==> config.mk <==
export PLATFORM = sky130hd
export DESIGN_NAME = content_length_frame_extractor
export DESIGN_NICKNAME = d
export VERILOG_FILES = /design/src/rtl/clfe_pkg.sv /design/src/rtl/clfe_parser.sv /design/src/rtl/content_length_frame_extractor.sv
export SDC_FILE = /design/constraint.sdc
export NUM_CORES = 1
export LEC_CHECK = 0
export ABC_AREA = 1
export BUFFER_PORTS_ARGS = -buffer_cell sky130_fd_sc_hd__buf_2
export CORE_ASPECT_RATIO = 1.25
export CORE_MARGIN = 3
export CORE_UTILIZATION = 62
export DETAILED_ROUTE_END_ITERATION = 10
export PLACE_DENSITY = 0.84
export SLEW_MARGIN = 5
export SYNTH_ARGS = -nofsm -noshare
export SYNTH_HDL_FRONTEND = slang
export SYNTH_SLANG_ARGS = --single-unit
==> constraint.sdc <==
create_clock -name clock -period 3.4 [get_ports clock]
set_input_delay 0.17 -clock clock [delete_from_list [all_inputs] [get_ports clock]]
set_output_delay 0.17 -clock clock [all_outputs]
set_load 0.01 [all_outputs]
==> src/rtl/clfe_pkg.sv <==
// Shared types, constants and header lookup for the content-length frame extractor.
// Used by clfe_parser and content_length_frame_extractor; depends on nothing.
package clfe_pkg;

   localparam int unsigned BYTE_W = 8;
   localparam int unsigned LEN_W  = 20;   // frame length and limit width
   localparam int unsigned ACC_W  = 24;   // length accumulator width
   localparam int unsigned HDR_LEN = 15;
   localparam int unsigned POS_W  = 4;

   localparam logic [LEN_W-1:0]  MAX_LENGTH_RESET = LEN_W'(100000);
   localparam logic [ACC_W-1:0]  ACC_SAT = {ACC_W{1'b1}};
   // accumulator bound above which acc*10+d would pass saturation
   localparam logic [ACC_W-1:0]  ACC_LIM_LO = ACC_W'((24'hFFFFFF - 5) / 10); // digits 0..5
   localparam logic [ACC_W-1:0]  ACC_LIM_HI = ACC_W'((24'hFFFFFF - 9) / 10); // digits 6..9
   localparam logic [POS_W-1:0]  HDR_LAST_POS = POS_W'(HDR_LEN - 1);

   localparam logic [BYTE_W-1:0] CH_CR    = 8'h0D;
   localparam logic [BYTE_W-1:0] CH_LF    = 8'h0A;
   localparam logic [BYTE_W-1:0] CH_SP    = 8'h20;
   localparam logic [BYTE_W-1:0] CH_ZERO  = 8'h30;
   localparam logic [BYTE_W-1:0] CH_NINE  = 8'h39;

   typedef enum logic [2:0] {
      PS_HEADER  = 3'd0,
      PS_DIGITS  = 3'd1,
      PS_BODY    = 3'd2,
      PS_CR1     = 3'd3,
      PS_CRLF    = 3'd4,
      PS_CRLFCR  = 3'd5,
      PS_PAYLOAD = 3'd6
   } parse_state_type;

   typedef struct packed {
      logic              valid;
      logic [BYTE_W-1:0] payload_byte;
      logic              last_byte;
      logic              empty_frame;
      logic [LEN_W-1:0]  frame_length;
   } result_type;

   // Lower- and upper-case header character at one position.
   function automatic logic [2*BYTE_W-1:0] hdr_chars(input logic [POS_W-1:0] pos);
      logic [2*BYTE_W-1:0] chars;
      case (pos)
         4'd0:    chars = {"c", "C"};
         4'd1:    chars = {"o", "O"};
         4'd2:    chars = {"n", "N"};
         4'd3:    chars = {"t", "T"};
         4'd4:    chars = {"e", "E"};
         4'd5:    chars = {"n", "N"};
         4'd6:    chars = {"t", "T"};
         4'd7:    chars = {"-", "-"};
         4'd8:    chars = {"l", "L"};
         4'd9:    chars = {"e", "E"};
         4'd10:   chars = {"n", "N"};
         4'd11:   chars = {"g", "G"};
         4'd12:   chars = {"t", "T"};
         4'd13:   chars = {"h", "H"};
         4'd14:   chars = {":", ":"};
         default: chars = '0;
      endcase
      return chars;
   endfunction

   function automatic logic hdr_match(input logic [POS_W-1:0] pos,
                                      input logic [BYTE_W-1:0] c);
      logic [2*BYTE_W-1:0] chars;
      chars = hdr_chars(pos);
      return (pos <= HDR_LAST_POS) &&
             ((c == chars[2*BYTE_W-1:BYTE_W]) || (c == chars[BYTE_W-1:0]));
   endfunction

endpackage

==> src/rtl/clfe_parser.sv <==
// Byte parser: header match, length digits, CR LF CR LF search and payload count.
// Holds the parse state; uses clfe_pkg for types, constants and header lookup.
module clfe_parser (
   input  logic                          clock,
   input  logic                          reset,
   input  logic                          step,
   input  logic [clfe_pkg::BYTE_W-1:0]   stream_byte,
   input  logic [clfe_pkg::LEN_W-1:0]    max_length,
   output clfe_pkg::result_type          result
);

   clfe_pkg::parse_state_type state_ff, state_in;
   logic [clfe_pkg::POS_W-1:0] hdr_pos_ff, hdr_pos_in;
   logic [clfe_pkg::ACC_W-1:0] remaining_ff, remaining_in;
   logic [clfe_pkg::LEN_W-1:0] count_ff, count_in;

   logic                       is_digit;
   logic [3:0]                 digit;
   logic [clfe_pkg::ACC_W-1:0] acc_limit;
   logic [clfe_pkg::ACC_W+3:0] acc_times10;
   logic [clfe_pkg::LEN_W-1:0] count_inc;

   assign is_digit    = (stream_byte >= clfe_pkg::CH_ZERO) && (stream_byte <= clfe_pkg::CH_NINE);
   assign digit       = stream_byte[3:0];
   assign acc_limit   = (digit <= 4'd5) ? clfe_pkg::ACC_LIM_LO : clfe_pkg::ACC_LIM_HI;
   assign acc_times10 = ({4'd0, remaining_ff} << 3) + ({4'd0, remaining_ff} << 1)
                        + {{(clfe_pkg::ACC_W){1'b0}}, digit};
   assign count_inc   = count_ff + clfe_pkg::LEN_W'(1);

   // next state
   always_comb begin
      state_in   = state_ff;
      hdr_pos_in = '0;
      unique case (state_ff)
         clfe_pkg::PS_HEADER: begin
            if (clfe_pkg::hdr_match(hdr_pos_ff, stream_byte)) begin
               if (hdr_pos_ff == clfe_pkg::HDR_LAST_POS) begin
                  state_in = clfe_pkg::PS_DIGITS;
               end else begin
                  hdr_pos_in = hdr_pos_ff + clfe_pkg::POS_W'(1);
               end
            end
         end
         clfe_pkg::PS_DIGITS: begin
            if (!is_digit && stream_byte != clfe_pkg::CH_SP) begin
               state_in = (remaining_ff > {4'd0, max_length}) ? clfe_pkg::PS_HEADER
                                                               : clfe_pkg::PS_BODY;
            end
         end
         clfe_pkg::PS_BODY: begin
            if (stream_byte == clfe_pkg::CH_CR) state_in = clfe_pkg::PS_CR1;
         end
         clfe_pkg::PS_CR1: begin
            if (stream_byte == clfe_pkg::CH_LF) state_in = clfe_pkg::PS_CRLF;
            else if (stream_byte != clfe_pkg::CH_CR) state_in = clfe_pkg::PS_BODY;
         end
         clfe_pkg::PS_CRLF: begin
            state_in = (stream_byte == clfe_pkg::CH_CR) ? clfe_pkg::PS_CRLFCR
                                                        : clfe_pkg::PS_BODY;
         end
         clfe_pkg::PS_CRLFCR: begin
            if (stream_byte == clfe_pkg::CH_LF) state_in = clfe_pkg::PS_PAYLOAD;
            else if (stream_byte == clfe_pkg::CH_CR) state_in = clfe_pkg::PS_CR1;
            else state_in = clfe_pkg::PS_BODY;
         end
         clfe_pkg::PS_PAYLOAD: begin
            if (remaining_ff <= clfe_pkg::ACC_W'(1)) state_in = clfe_pkg::PS_HEADER;
         end
         default: state_in = clfe_pkg::PS_HEADER;
      endcase
   end

   // length accumulator and payload counter
   always_comb begin
      remaining_in = remaining_ff;
      count_in     = count_ff;
      case (state_ff)
         clfe_pkg::PS_HEADER: begin
            if (clfe_pkg::hdr_match(hdr_pos_ff, stream_byte) &&
                hdr_pos_ff == clfe_pkg::HDR_LAST_POS) begin
               remaining_in = '0;
            end
         end
         clfe_pkg::PS_DIGITS: begin
            if (is_digit) begin
               remaining_in = (remaining_ff > acc_limit) ? clfe_pkg::ACC_SAT
                                                         : acc_times10[clfe_pkg::ACC_W-1:0];
            end
         end
         clfe_pkg::PS_CRLFCR: begin
            if (stream_byte == clfe_pkg::CH_LF) count_in = '0;
         end
         clfe_pkg::PS_PAYLOAD: begin
            if (remaining_ff == '0) begin
               count_in = '0;
            end else begin
               remaining_in = remaining_ff - clfe_pkg::ACC_W'(1);
               count_in     = (remaining_ff == clfe_pkg::ACC_W'(1)) ? '0 : count_inc;
            end
         end
         default: ;
      endcase
   end

   // result
   always_comb begin
      result = '0;
      if (state_ff == clfe_pkg::PS_PAYLOAD) begin
         result.valid = 1'b1;
         if (remaining_ff == '0) begin
            result.last_byte   = 1'b1;
            result.empty_frame = 1'b1;
         end else begin
            result.payload_byte = stream_byte;
            if (remaining_ff == clfe_pkg::ACC_W'(1)) begin
               result.last_byte    = 1'b1;
               result.frame_length = count_inc;
            end
         end
      end
   end

   always_ff @(posedge clock) begin
      if (reset) begin
         state_ff     <= clfe_pkg::PS_HEADER;
         hdr_pos_ff   <= '0;
         remaining_ff <= '0;
         count_ff     <= '0;
      end else if (step) begin
         state_ff     <= state_in;
         hdr_pos_ff   <= hdr_pos_in;
         remaining_ff <= remaining_in;
         count_ff     <= count_in;
      end
   end

endmodule

==> src/rtl/content_length_frame_extractor.sv <==
// Top level of the content-length frame extractor: input register, parser, result register.
// Depends on clfe_pkg and clfe_parser.
//
// Usage:
//   req_* carries one stream byte per item (valid/ready). The block looks for a
//   "content-length:" header (each letter in either case), reads the decimal
//   length with optional spaces, waits for CR LF CR LF and then returns the next
//   length bytes as rsp_* items, the last one flagged with the frame length.
//   A zero length returns one empty-frame item in place of the byte after the
//   blank line. Lengths above max_length drop the parser back to header search.
//   csr_write_enable/csr_write_data set max_length; write it only while idle.
//   Path: the accepting edge loads a byte into the input register; the parser
//   result for it is loaded into the result register when the byte advances,
//   and then shows up on rsp_*. Throughput: one byte per cycle while rsp_* is
//   not stalled; the parser state update is a single short step per byte.
//   Stalls: while rsp_ready is low with a result pending, the input register
//   still takes one more byte, then req_ready drops until the result is taken.
//   Reset: synchronous; clears both valid flags, the parse state and sets
//   max_length to 100000.
module content_length_frame_extractor (
   input  logic                        clock,
   input  logic                        reset,
   input  logic                        req_valid,
   output logic                        req_ready,
   input  logic [clfe_pkg::BYTE_W-1:0] req_stream_byte,
   output logic                        rsp_valid,
   input  logic                        rsp_ready,
   output logic [clfe_pkg::BYTE_W-1:0] rsp_payload_byte,
   output logic                        rsp_last_byte,
   output logic                        rsp_empty_frame,
   output logic [clfe_pkg::LEN_W-1:0]  rsp_frame_length,
   input  logic                        csr_write_enable,
   input  logic [clfe_pkg::LEN_W-1:0]  csr_write_data
);

   logic                        in_valid_ff, in_valid_in;
   logic [clfe_pkg::BYTE_W-1:0] in_byte_ff;
   logic [clfe_pkg::LEN_W-1:0]  max_length_ff;
   logic                        out_valid_ff, out_valid_in;
   clfe_pkg::result_type        out_ff;
   clfe_pkg::result_type        result;
   logic                        advance;
   logic                        req_take;

   // Advance the held byte when the result register is free or being emptied.
   assign advance   = in_valid_ff && (!out_valid_ff || rsp_ready);
   assign req_ready = !in_valid_ff || advance;
   assign req_take  = req_valid && req_ready;

   clfe_parser u_parser (
      .clock       (clock),
      .reset       (reset),
      .step        (advance),
      .stream_byte (in_byte_ff),
      .max_length  (max_length_ff),
      .result      (result)
   );

   always_comb begin
      in_valid_in = req_take ? 1'b1 : (advance ? 1'b0 : in_valid_ff);
      if (advance) begin
         out_valid_in = result.valid;   // bytes with no result just drop out
      end else if (rsp_ready) begin
         out_valid_in = 1'b0;
      end else begin
         out_valid_in = out_valid_ff;
      end
   end

   // Control flags and configuration register.
   always_ff @(posedge clock) begin
      if (reset) begin
         in_valid_ff   <= 1'b0;
         out_valid_ff  <= 1'b0;
         max_length_ff <= clfe_pkg::MAX_LENGTH_RESET;
      end else begin
         in_valid_ff  <= in_valid_in;
         out_valid_ff <= out_valid_in;
         if (csr_write_enable) max_length_ff <= csr_write_data;
      end
   end

   // Payload registers: load only, no reset needed.
   always_ff @(posedge clock) begin
      if (req_take) in_byte_ff <= req_stream_byte;
      if (advance && result.valid) out_ff <= result;
   end

   assign rsp_valid        = out_valid_ff;
   assign rsp_payload_byte = out_ff.payload_byte;
   assign rsp_last_byte    = out_ff.last_byte;
   assign rsp_empty_frame  = out_ff.empty_frame;
   assign rsp_frame_length = out_ff.frame_length;

   // An empty frame is always a closing item with zero payload and length.
   a_empty_is_last: assert property (@(posedge clock) disable iff (reset)
      rsp_valid && rsp_empty_frame |->
         rsp_last_byte && rsp_payload_byte == '0 && rsp_frame_length == '0)
      else $error("empty frame item malformed");

   // Only the closing item carries a length.
   a_len_on_last: assert property (@(posedge clock) disable iff (reset)
      rsp_valid && !rsp_last_byte |-> rsp_frame_length == '0)
      else $error("frame length on non-final item");

   // A closing data byte always reports a nonzero length.
   a_len_nonzero: assert property (@(posedge clock) disable iff (reset)
      rsp_valid && rsp_last_byte && !rsp_empty_frame |-> rsp_frame_length != '0)
      else $error("zero length on final data byte");

   // A result waiting on the receiver blocks the parser from advancing.
   a_no_overrun: assert property (@(posedge clock) disable iff (reset)
      out_valid_ff && !rsp_ready |-> !advance)
      else $error("parser advanced over stalled result");

endmodule
Word level (Yosys, flattened, before mapping):

Memory sizes are Yosys's and may differ from the RTL's. A register that Yosys moved wholly into a read port is not among the register bits.
Cells that the tools add are included.

* register bits: 111
* ROM bits: 448
* input port bits: 33
* output and inout bits: 32
* word-level logic and storage cells: 122
* memories: 2

Memory list
* (no name shown): words 16, bits a word 14, read ports 1, clocked after Yosys merged registers in 1, wr ports 0, line clfe_pkg.sv:45 `case (pos)`
* (no name shown): words 16, bits a word 14, read ports 1, clocked after Yosys merged registers in 1, wr ports 0, line clfe_pkg.sv:45

* add/subtract/negate cells: 5
* magnitude comparators: 7
* eq/ne operators: 26
* mux-type cells: 42
* bitwise logic cells: 2
* reductions and logical operators: 26

Operator list (number)
* $mux W20: 5
* $mux W24: 4
* $pmux W24 S3: 1
* $pmux W20 S2: 1
* $eq A8 B8 Y1: 4
* $mux W16: 2
* $mux W31: 1
* $mux W4: 7
* $mux W3: 9
* $add A24 B24 Y24: 1
* $add A24 B4 Y24: 1
* $eq A24 B1 Y1 const B: 1
* $gt A24 B20 Y1: 1
* $gt A24 B21 Y1: 1
* $le A24 B1 Y1 const B: 1
* $logic_not A24 Y1: 1
* $sub A24 B1 Y24 const B: 1
* $pmux W3 S7: 1
* $add A20 B1 Y20 const B: 1
* $eq A8 B4 Y1 const B: 2
* $ne A2 B1 Y1 const B: 8
* $eq A3 B3 Y1 const B: 3
* $mux W1: 9
* $ge A8 B6 Y1 const B: 1
* other kinds (25): 41

Depth between registers and ports, before layout:

* word-level depth: 9
* gate-level depth with buffers: 17
* mapped depth without buffers: 17

Cells and area by module:

A second synthesis with hierarchy kept.

* cell total of the unflattened synthesis: 1288
* area total of the unflattened synthesis: 8767.2 um^2

By module, submodules not included
* clfe_parser: instances 1, cells each 1145, area an instance 6822.8 um^2, sequential area each 1181.1 um^2
* content_length_frame_extractor: instances 1, cells each 143, area an instance 1944.4 um^2, sequential area each 1581.5 um^2

Worst setup path after synthesis:

Ideal clock, no wire load.

* kind: register -> register
* start point: reg u_parser.state_ff[0]
* end point: reg out_ff, in the netlist rsp_empty_frame, enable pin
* library setup time: 0.418 ns
* arrival: 2.401 ns
* data required time: 2.982 ns
* path slack: 0.580 ns
* cell stages (with the launch flop): 6
* buffers on the path: 2
* path through: dfxtp_1 > clkbuf_1 > nor3_4 > inv_2 > clkbuf_1 > nor2_1

* longest elaborated chain between the ends: 3

RTL lines
* start, declared: line clfe_parser.sv:12 `clfe_pkg::parse_state_type state_ff, state_in;`
* start signal, assigned: line clfe_parser.sv:125 `state_ff <= clfe_pkg::PS_HEADER;`
* start signal, assigned: line clfe_parser.sv:130 `state_ff <= state_in;`
* $eq A3 B3 Y1: line clfe_parser.sv:108 `if (state_ff == clfe_pkg::PS_PAYLOAD) begin`
* $mux W31: line clfe_parser.sv:108
* $logic_and A1 B1 Y1: line content_length_frame_extractor.sv:86 `if (advance && result.valid) out_ff <= result;`
* end signal, assigned: line content_length_frame_extractor.sv:86
* end, declared: line content_length_frame_extractor.sv:40 `clfe_pkg::result_type out_ff;`

No other way between the ends.
A chain may end at the register's enable or synchronous reset.

Worst setup path after layout:

* start point: reg in_byte_ff[3] (netlist name)
* end point: reg u_parser.remaining_ff[14] (netlist name)

* longest elaborated chain between the ends: 6
* elaborated cells between the ends (all ways): 18
* those cells by class: add/sub (1); order compare (4); eq/ne (4); mux (4); reduce/logical (5)

RTL lines
* start, declared: line content_length_frame_extractor.sv:37 `logic [clfe_pkg::BYTE_W-1:0] in_byte_ff;`
* start signal, assigned: line content_length_frame_extractor.sv:85 `if (req_take) in_byte_ff <= req_stream_byte;`
* $le A4 B3 Y1 / $eq A8 B8 Y1 (equally long branches): line clfe_parser.sv:25, clfe_pkg.sv:71
* $mux W1 / $logic_or A1 B1 Y1 (equally long branches): line clfe_parser.sv:25, clfe_pkg.sv:71
* $gt A24 B21 Y1 / $logic_and A1 B1 Y1 (equally long branches): line clfe_parser.sv:86, clfe_pkg.sv:70
* $mux W24 / $logic_and A1 B1 Y1 (equally long branches): line clfe_parser.sv:86, clfe_parser.sv:79
* $mux W24 / $ne A2 B1 Y1 (equally long branches)
* $pmux W24 S3 / $reduce_and A5 Y1 (equally long branches)
* end signal, assigned: line clfe_parser.sv:132 `remaining_ff <= remaining_in;`
* end, declared: line clfe_parser.sv:14 `logic [clfe_pkg::ACC_W-1:0] remaining_ff, remaining_in;`

Parallel ways exist; a longest one is shown, timed or not. The select of a mux whose other input is x is not followed.

==> results.txt <==
----------------------------------------------------
[Route]
  Total wire length ... roughly 22000 um
  Detailed-route vias per instance ... about 5.5
  First-pass detailed-route iteration total ... 6
  DRC violation total after the first TritonRoute iteration ... approximately 760
  Number of vias after detailed routing ... 8573
  Count of antenna-violating nets left after detailed routing ... 0
  Remaining design rule violation count ... 0
  Wire length per cell after detailed routing ... approximately 14 um

[Layout]
  Register cell area after layout ... between 0.002 and 0.003 mm2
  Nets ... 1475
  Final std cells w/o fill ... about 1600
  Number of diodes ... 0
  Signed area change from the synthesized netlist to the final layout ... 14.0%
  Filler Cells Inserted ... 1067
  Multi-input gate area in the final layout ... slightly below 0.005 mm2
  Fraction of layout cells with a size suffix above 1 ... 0.0891

[Synthesis]
  Mean area per synthesized cell ... between 6 and 7 um2
  Flip-flop cell with the highest count after synthesis ... dfxtp_1
  Main combinational cell family by area after synthesis ... simple AND/OR/NAND/NOR gates
  Number of enable flip-flop cells after synthesis ... 38
  Cell types with the highest counts after synthesis ... nand2_1, nor2_1, inv_1, a21oi_1, dfxtp_1
  Area share of fa/ha/maj cells after synthesis ... 0.112
  Post-Syn Area ... between 0.008 and 0.009 mm2
  Most repeated cell in the gate-level netlist after synthesis ... nand2_1
  Simple-gate share of the synthesized area ... 0.328
  Share of flip-flops with an asynchronous set or reset after synthesis ... 0
  Distinct cell type count after synthesis ... 38
  Share of the synthesized area in compound gates (AO/OA/AOI/OAI) ... 0.103
  Synth top area share ... 0.191
  Cell type contributing the most total cell area after synthesis ... dfxtp_1
  Share of the synthesized netlist area taken by xor and xnor gates ... 0.0340
  Post-Syn Nets ... 1396
  Flop and latch count out of synthesis ... approximately 120
  Leading cell types by total area after synthesis ... dfxtp_1, nand2_1, edfxtp_1, ha_1, nor2_1
  Count of warnings emitted by yosys ... 0
  Sequential cell area fraction in the yosys report ... 0.325
  Fraction of synthesized area in multiplexers ... 0
  Count of mapped cells out of synthesis ... 1288

[Clocking]
  # hold bufs at CTS ... 14
  Post-CTS clock slew at the launch and capture registers of the worst setup and hold paths ... 60 ps
  Clock tree from TritonCTS ... built
  Insertion delay of the later-clocked pin in the worst-skew pair ... between 400 and 500 ps
  Resized cells post-CTS ... 0
  Setup Fix Bufs, Post-CTS ... 0
  Deepest level of the CTS H-tree ... 4
  Maximum count of clock buffers along a single path ... 2
  Number of buffers added by the clock tree synthesis step ... 17
  Clock Root Buffer ... clkbuf_16
  CTS Sinks ... about 120

[Min path]
  Min-delay src ... csr_write_data[10]
  Path class of the lowest-slack min-delay path ... input port to register

[STA]
  Final sum of negative setup slack ... 0 ps
  Setup Skew ... between 6 and 7 ps
  Final worst slack ... around 760 ps
  Final setup fails ... 0
  Unrepaired setup endpoints after global routing ... false
  Period Utilization, post-route ... 0.778
  Fin Hold WS ... 33.5 ps
  Pins over their slew limit ... 0
  Slew headroom ... 0.484
  Minimum period implied by the final worst setup slack ... 2640 ps
  Achievable clock frequency ... about 0.38 GHz
  Final Hold Viols ... 0
  Worst-Margin Slew ... approximately 770 ps

[Setup path]
  Worst EP arrival ... about 3000 ps
  Largest fanout of any net on the critical path ... 7
  Crit. Startpoint ... in_byte_ff[3]
  CP Data Required Time ... roughly 3700 ps
  Critical setup path kind ... register to register
  Kind of end point of the critical path ... register
  Reg-to-reg startpoint ... in_byte_ff[3]
  Crit start category ... register

[Power]
  Pwr per Cell Area ... between 300 and 400 mW/mm2
  Worst vdd ir ... around 0.4 mV
  Post-layout total power ... roughly 0.0034 W
  Leakage power ... roughly 5 nW

[Floorplan]
  Number of I/O pins ... between 60 and 70
  Initial core utilization ... 0.638
  Number of placement rows ... 47
  Die H ... around 140 um
  Die Wd ... roughly 110 um
  Area of the die ... 0.0152 mm2
  Area of the core ... approximately 0.013 mm2

[Global route]
  Largest net degree at the start of global routing ... approximately 50
  Residual overflow from global routing ... 0
  Overall fraction of global-route tracks in use ... 0.297
  Initial antenna violation count ... 0
  Vias in the first global route ... around 8000
  Global-route wire length before repair ... 36800 um

[Placed design]
  Dpl ws ... about 750 ps
  Placed wire-length estimate after detailed placement ... 16400 um
  Global placement routability congestion ... 0.913
  Cell Count Post-Placement ... about 1500
  Number of input and output port buffers inserted ... between 60 and 70

[Flow run]
  Max cap viols ... 0

[Outcome]
  Status ... finished, final reports clean

----------------------------------------------------
-- routing by layer --
layer | wire (um) | up-vias | global-route usage
li1 | - | 4275 | -
met1 | 8920 | 3852 | 0.344
met2 | 11400 | 365 | 0.541
met3 | 1420 | 81 | 0.0482
met4 | 754 | 0 | 0.129
met5 | 0 | - | 0
-- power breakdown --
part           switching (W)  internal, W  leakage [nW]
registers          0.0000188      0.00149          1.09
logic               0.000106    0.0000651          3.75
clock network       0.000693      0.00108         0.269
-- through the flow --
step / utilization / cell area [um2]
after floorplan: - / 8510
after global placement: 0.673 / 8980
after detailed placement: 0.673 / 8980
after CTS: 0.727 / 9700
after global routing: 0.727 / 9700
final: 0.727 / 9700
-- cells in the final DEF, fill, tap and decap left out, types with 3 or more instances in the layout --
| cell | n |
|---|---|
| clkinv_1 | 5 |
| dfxtp_1 | 81 |
| xnor2_1 | 12 |
| nor2_1 | 185 |
| o21ai_1 | 3 |
| nand2_2 | 3 |
| nand3_1 | 73 |
| clkbuf_16 | 17 |
| clkinv_4 | 3 |
| buf_4 | 8 |
| nor2_2 | 4 |
| o21ai_0 | 44 |
| dlygate4sd3_1 | 14 |
| inv_1 | 179 |
| o21bai_1 | 4 |
| nand3b_1 | 3 |
| nor3_1 | 17 |
| xor2_1 | 21 |
| nand4_1 | 19 |
| o21a_1 | 10 |
| ha_1 | 73 |
| clkinvlp_4 | 5 |
| inv_2 | 5 |
| a21oi_1 | 98 |
| buf_2 | 64 |
| or2_2 | 3 |
| nand2_1 | 368 |
| edfxtp_1 | 38 |
-- registers in the layout, indices dropped and copies added (netlist names), 3 cells and up, named ones only --
signal and flops:
u_parser.state_ff 3, rsp_payload_byte 8, in_byte_ff 8, rsp_frame_length 20, u_parser.hdr_pos_ff 4, u_parser.count_ff 20, max_length_ff 20, u_parser.remaining_ff 24
-- area by class of cell --
type,count,share of cell area
clock buffers,17,0.0439
clock inverters,15,0.0160
inverters,188,0.0727
multi-input cells,955,0.507
flip-flops and latches,119,0.285
well taps,171,0.0221
repair buffers,86,0.0537
-- critical path, cell delays in order (launching register included) --
cell and delay [ps]:
edfxtp_1 510, fa_1 590, fa_1 500, nand3_1 90, nand3_1 160, inv_1 90
o21bai_1 100, nand2_1 100, nand2_1 50, nand2_1 50, nand3_1 70, nand2_1 90
nand2_1 50, nand2_1 50, inv_1 40
-- cell families after synthesis --
kind of cell,Yosys count
compound gates,165
xor+xnor,33
fa+ha+maj,75
buf+inv,214
flops,119
simple gates,682
-- final timing paths --
| kind | slack (ps) | depth (start not counted) | end |
|---|---|---|---|
| setup / recovery | 760 | 14 | u_parser.remaining_ff[14] |
| hold / removal | 30 | 3 | max_length_ff[10] |
| hold reg to reg | 460 | 2 | max_length_ff[18] |
| setup reg to reg | 760 | 14 | u_parser.remaining_ff[14] |
No activity file was read; power rests on OpenSTA's default activity.
